<file path="src/rtl/vca_pkg.sv">
// Package for the visibility channel averager.
// Shared types, register indexes and lane constants; no dependencies.
package vca_pkg;

    localparam int SAMPLE_W  = 24;
    localparam int SUM_W     = 32;
    localparam int NUM_LANES = 8;
    localparam int UV_W      = 32;
    localparam int CUT_W     = 31;

    // register indexes on the configuration port
    localparam logic [2:0] REG_NUM_CH   = 3'd0;
    localparam logic [2:0] REG_MIN_CUT  = 3'd1;
    localparam logic [2:0] REG_MAX_CUT  = 3'd2;
    localparam logic [2:0] REG_TAPER_EN = 3'd3;
    localparam logic [2:0] REG_TAPER_SC = 3'd4;

    // result flag codes
    localparam logic [1:0] CODE_GOOD    = 2'd0;
    localparam logic [1:0] CODE_ALLFLAG = 2'd1;
    localparam logic [1:0] CODE_PARTIAL = 2'd2;

    typedef struct packed {
        logic load;
        logic div_step;
        logic mul_step;
    } t_lane_ctl;

    typedef enum logic [2:0] {
        S_IDLE,
        S_LOAD,
        S_DIV,
        S_WAIT,
        S_MUL,
        S_OUT
    } t_state;

    typedef enum logic [2:0] {
        UV_IDLE,
        UV_SQ,
        UV_SUM,
        UV_ROOT,
        UV_SCALE,
        UV_DONE
    } t_uv_state;

endpackage

</file>
<file path="src/rtl/vca_lane.sv">
// One product lane: channel accumulator, bit-serial divider and taper multiply.
// Depends on vca_pkg.
module vca_lane #(
    parameter int GW = 9
) (
    input  logic                            i_clk,
    input  logic                            i_rst_n,
    input  logic                            i_acc,
    input  logic                            i_last,
    input  logic signed [vca_pkg::SAMPLE_W-1:0] i_sample,
    input  vca_pkg::t_lane_ctl              i_ctl,
    input  logic [GW-1:0]                   i_good,
    input  logic                            i_taper_en,
    input  logic                            i_t_sat,
    input  logic [31:0]                     i_t,
    input  logic                            i_row_good,
    output logic [vca_pkg::SUM_W-1:0]       o_res
);
    import vca_pkg::*;

    logic [SUM_W-1:0] r_acc, n_acc;
    logic [SUM_W-1:0] r_sum;
    logic             r_neg;
    logic [SUM_W-1:0] r_dvd;
    logic [GW-1:0]    r_rem;
    logic [SUM_W-1:0] r_res;
    logic [GW:0]      trial;
    logic             qbit;
    logic [2*SUM_W-1:0] prod;
    logic [SUM_W-1:0] tap, mag;

    always_comb begin
        n_acc = r_acc + (i_acc ? SUM_W'(i_sample) : '0);
        trial = {r_rem, r_dvd[SUM_W-1]};
        qbit  = (trial >= {1'b0, i_good});
        prod  = r_dvd * i_t;
        tap   = i_t_sat ? r_dvd : prod[2*SUM_W-1:SUM_W];
        mag   = i_taper_en ? tap : r_dvd;
    end

    always_ff @(posedge i_clk) begin
        if (!i_rst_n) begin
            r_acc <= '0;
        end else if (i_last) begin
            r_acc <= '0;
        end else if (i_acc) begin
            r_acc <= n_acc;
        end
    end

    always_ff @(posedge i_clk) begin
        if (i_last) begin
            r_sum <= n_acc;
        end
        if (i_ctl.load) begin
            r_neg <= r_sum[SUM_W-1];
            r_dvd <= r_sum[SUM_W-1] ? (~r_sum + 1'b1) : r_sum;
            r_rem <= '0;
        end else if (i_ctl.div_step) begin
            r_rem <= qbit ? GW'(trial - {1'b0, i_good}) : trial[GW-1:0];
            r_dvd <= {r_dvd[SUM_W-2:0], qbit};
        end
        if (i_ctl.mul_step) begin
            r_res <= i_row_good ? (r_neg ? (~mag + 1'b1) : mag) : r_sum;
        end
    end

    assign o_res = r_res;

endmodule

</file>
<file path="config.mk">
export PLATFORM = sky130hd
export DESIGN_NAME = vca_lane
export DESIGN_NICKNAME = d
export VERILOG_FILES = /design/src/rtl/vca_pkg.sv /design/src/rtl/vca_lane.sv
export SDC_FILE = /design/constraint.sdc
export NUM_CORES = 2
export LEC_CHECK = 0
export BUFFER_PORTS_ARGS = -buffer_cell sky130_fd_sc_hd__buf_2
export CORE_UTILIZATION = 35
export DETAILED_ROUTE_END_ITERATION = 6
export PLACE_DENSITY = 0.51
export SETUP_SLACK_MARGIN = 0.2
export SYNTH_ARGS = -nofsm -noshare
export SYNTH_HDL_FRONTEND = slang
export SYNTH_SLANG_ARGS = --single-unit
</file>
<file path="constraint.sdc">
create_clock -name i_clk -period 11.4 [get_ports i_clk]
set_clock_uncertainty 0.05 [all_clocks]
set_input_delay 0.57 -clock i_clk [delete_from_list [all_inputs] [get_ports i_clk]]
set_output_delay 0.57 -clock i_clk [all_outputs]
set_load 0.01 [all_outputs]
</file>
==> flow_metrics.env <==
export IMPL_maxSlewHeadroom=0.145
export IMPL_maxSlewViolCount=0
export IMPL_final_common_cell="inv_1"
export IMPL_reg2regPathDepth=24
export IMPL_finalHoldWorstSlack_ns=0.431
export IMPL_clockRootBuffer="clkbuf_16"
export IMPL_layout_drive_gt1_share=0.0568
export IMPL_clkLatencyLatePin_ns=0.43
export IMPL_synth_flop_cell="edfxtp_1"
export IMPL_grt_usage=0.217
export IMPL_critPathMaxFanout=18
export IMPL_fmax_ghz=0.0964
export IMPL_core_um2=120000
export IMPL_gr_total_overflow=0
export IMPL_synth_edff_count=97
export IMPL_finalSetupViolCount=0
export IMPL_r2r_end="o_res[26]$_DFFE_PP_"
export IMPL_place_hpwl_um=103000
export IMPL_io_buffers=106
export IMPL_synth_area_um2=42600
export IMPL_yosysSeqAreaShare=0.0876
export IMPL_synthCells=4704
export IMPL_firstDrtPassIters=6
export IMPL_via_count=31700
export IMPL_first_global_vias=34100
export IMPL_mostFrequentLayoutCells="903 x inv_1, 897 x fa_1, 617 x and2_1"
export IMPL_fin_crit_ns=10.37
export IMPL_fin_setup_tns_ns=0
export IMPL_ys_seq_elements=138
export IMPL_cp_start_kind="register"
export IMPL_drc=0
export IMPL_vias_per_cell=5.05
export IMPL_grt_pass1_wl_um=204000
export IMPL_min_to="r_rem[8]$_SDFFE_PP0P_"
export IMPL_clkSinkCount=138
export IMPL_place_gp_congestion=0.916
export IMPL_whs_path_depth=2
export IMPL_reg2reg_from="r_dvd[17]$_DFFE_PP_"
export IMPL_synth_async_reset_ratio=0
export IMPL_grt_max_degree=74
export IMPL_die_y_um=351
export IMPL_status="complete, no violations"
export IMPL_cts_max_path_buffers=2
export IMPL_required_ns=11.52
export IMPL_tightest_slew_ns=1.28
export IMPL_synth_distinct_cells=94
export IMPL_dr_first_iter_drc_count=1907
export IMPL_wire_per_inst_um=20.6
export IMPL_r2r_slack_ns=1.03
export IMPL_die_area_um2=123000
export IMPL_antenna_left=0
export IMPL_clk_pin_slew_ns=0.07
export IMPL_critPathCaptureType="register"
export IMPL_crit_type="reg2reg"
export IMPL_yosysWarnings=0
export IMPL_io_pins=107
export IMPL_synth_nets=5978
export IMPL_std_cell_rows=127
export IMPL_avgSynthCellArea_um2=9.06
export IMPL_die_w_um=351
export IMPL_cts_tree="done"
export IMPL_start_util=0.354
export IMPL_finalCritPeriodShare=0.910
export IMPL_crit_arrival_ns=10.49
export IMPL_hold_viol_final=0
export IMPL_drv_cap=0
export IMPL_nets=5908
export IMPL_post_cts_resized=0
export IMPL_numCtsBuffers=17
export IMPL_antenna_found_initial=5
export IMPL_hold_class="reg2reg"
export IMPL_postCtsHoldBufs=0
export IMPL_cts_max_level=4
export IMPL_min_from="r_rem[8]$_SDFFE_PP0P_"
export IMPL_wirelength_um=129000
export IMPL_area_delta_synth_final_pct=6.35
export IMPL_cts_setup_buffers=0
export IMPL_rsz0062_at_grt="no"
[state kept, by name, summed over array words and instances (netlist names)]
name,flops
r_neg,1
o_res,32
r_rem,9
r_sum,32
r_acc,32
r_dvd,32
[cell type report]
cell class / instances / area (um2)
antenna: 3 / 7.51
clock buffer: 17 / 425
clock inverter: 15 / 178
fill: 12400 / 75000
inverter: 903 / 3390
multi-input combinational: 3400 / 34500
sequential: 138 / 3730
tap: 1612 / 2020
timing repair buffer: 174 / 1120
[critical path, stage by stage (launching register included)]
cell,delay (ns)
edfxtp_1,1.14
buf_4,0.38
and2_1,0.18
fa_1,0.44
fa_1,0.49
fa_1,0.51
inv_1,0.05
fa_1,0.48
inv_1,0.06
fa_1,0.48
fa_1,0.59
fa_1,0.46
fa_1,0.50
ha_1,0.39
a21oi_1,0.22
nand3_1,0.11
a41oi_2,0.21
o32ai_1,0.15
a2111oi_4,0.73
o21ai_0,0.27
and4_1,0.26
a2111oi_0,0.45
nand4_1,0.64
o31a_1,0.48
a2111o_1,0.34
[worst max-delay path by stage]
stage	startpoint	endpoint	slack [ns]	cells after the start
finish	r_dvd[17]$_DFFE_PP_	o_res[26]$_DFFE_PP_	1.03	24
global route	r_dvd[16]$_DFFE_PP_	o_res[26]$_DFFE_PP_	0.51	24
CTS	r_dvd[16]$_DFFE_PP_	o_res[26]$_DFFE_PP_	1.08	24
detailed placement	i_t[17]	o_res[26]$_DFFE_PP_	1.07	24
global placement	i_t[17]	o_res[26]$_DFFE_PP_	1.18	24
floorplan	i_t[8]	o_res[26]$_DFFE_PP_	2.82	25
[layer usage]
metal / up-vias / part of all wire / GRT usage
met2: 717 / 0.50 / 0.381
met5: - / 0.00010 / 0
li1: 14400 / - / -
met4: 2 / 0.025 / 0.0494
met1: 16400 / 0.43 / 0.284
met3: 138 / 0.049 / 0.0269
[cells in the mapped netlist (all sizes together), types with 5 or more instances]
cell     instances  area share
a2111oi          7      0.0020
a211o            7      0.0014
a211oi          17      0.0031
a21o            32      0.0056
a21oi          137       0.016
a22oi            7      0.0013
a311oi           5      0.0012
a31oi           13      0.0019
and2           618       0.091
and3            13      0.0019
and4             6      0.0013
buf             19      0.0027
clkbuf         241       0.021
dfxtp           41       0.019
edfxtp          97       0.068
fa             897        0.42
ha             302       0.089
inv            903       0.080
mux2            16      0.0042
mux2i           41      0.0096
nand2          571       0.050
nand2b          21      0.0031
nand3           34      0.0041
nand3b           5     0.00088
nand4           35      0.0056
nor2           146       0.013
nor2b           16      0.0023
nor3            32      0.0039
nor4            12      0.0018
o2111ai          6      0.0012
o211ai          20      0.0036
o21a            30      0.0053
o21ai           95       0.011
o21bai           9      0.0016
o221ai          11      0.0023
o22ai            5     0.00088
o31ai           27      0.0052
o41ai           15      0.0031
or2              8      0.0012
or3             19      0.0031
or4             16      0.0031
xnor2           45      0.0092
xor2            51       0.010
[stage by stage]
| stage | util | cells | setup WS, ns | area [um2] |
|---|---|---|---|---|
| floorplan | - | 4704 | 2.82 | 42600 |
| detailed placement | 0.372 | 6227 | 1.07 | 44700 |
| CTS | 0.377 | 6259 | 1.08 | 45300 |
| global placement | 0.372 | 6227 | 1.18 | 44700 |
| global route | 0.377 | 6259 | 0.511 | 45300 |
| finish | 0.377 | 6262 | 1.03 | 45300 |
[kinds of logic (layout without fill, tap and decap cells)]
kind of cell / count (synthesis) / in the layout / synth area share
fa+ha+maj: 1199 / 1199 / 0.510
xor+xnor: 96 / 96 / 0.0197
flops: 138 / 138 / 0.0876
simple gates: 1560 / 1560 / 0.188
compound gates: 488 / 488 / 0.0774
other cells: 0 / 3 / 0
mux: 57 / 57 / 0.0139
buf+inv: 1166 / 1109 / 0.104
Power is not shown: default switching activity piles up to over one toggle a cycle in this logic, so the estimate is an artifact.
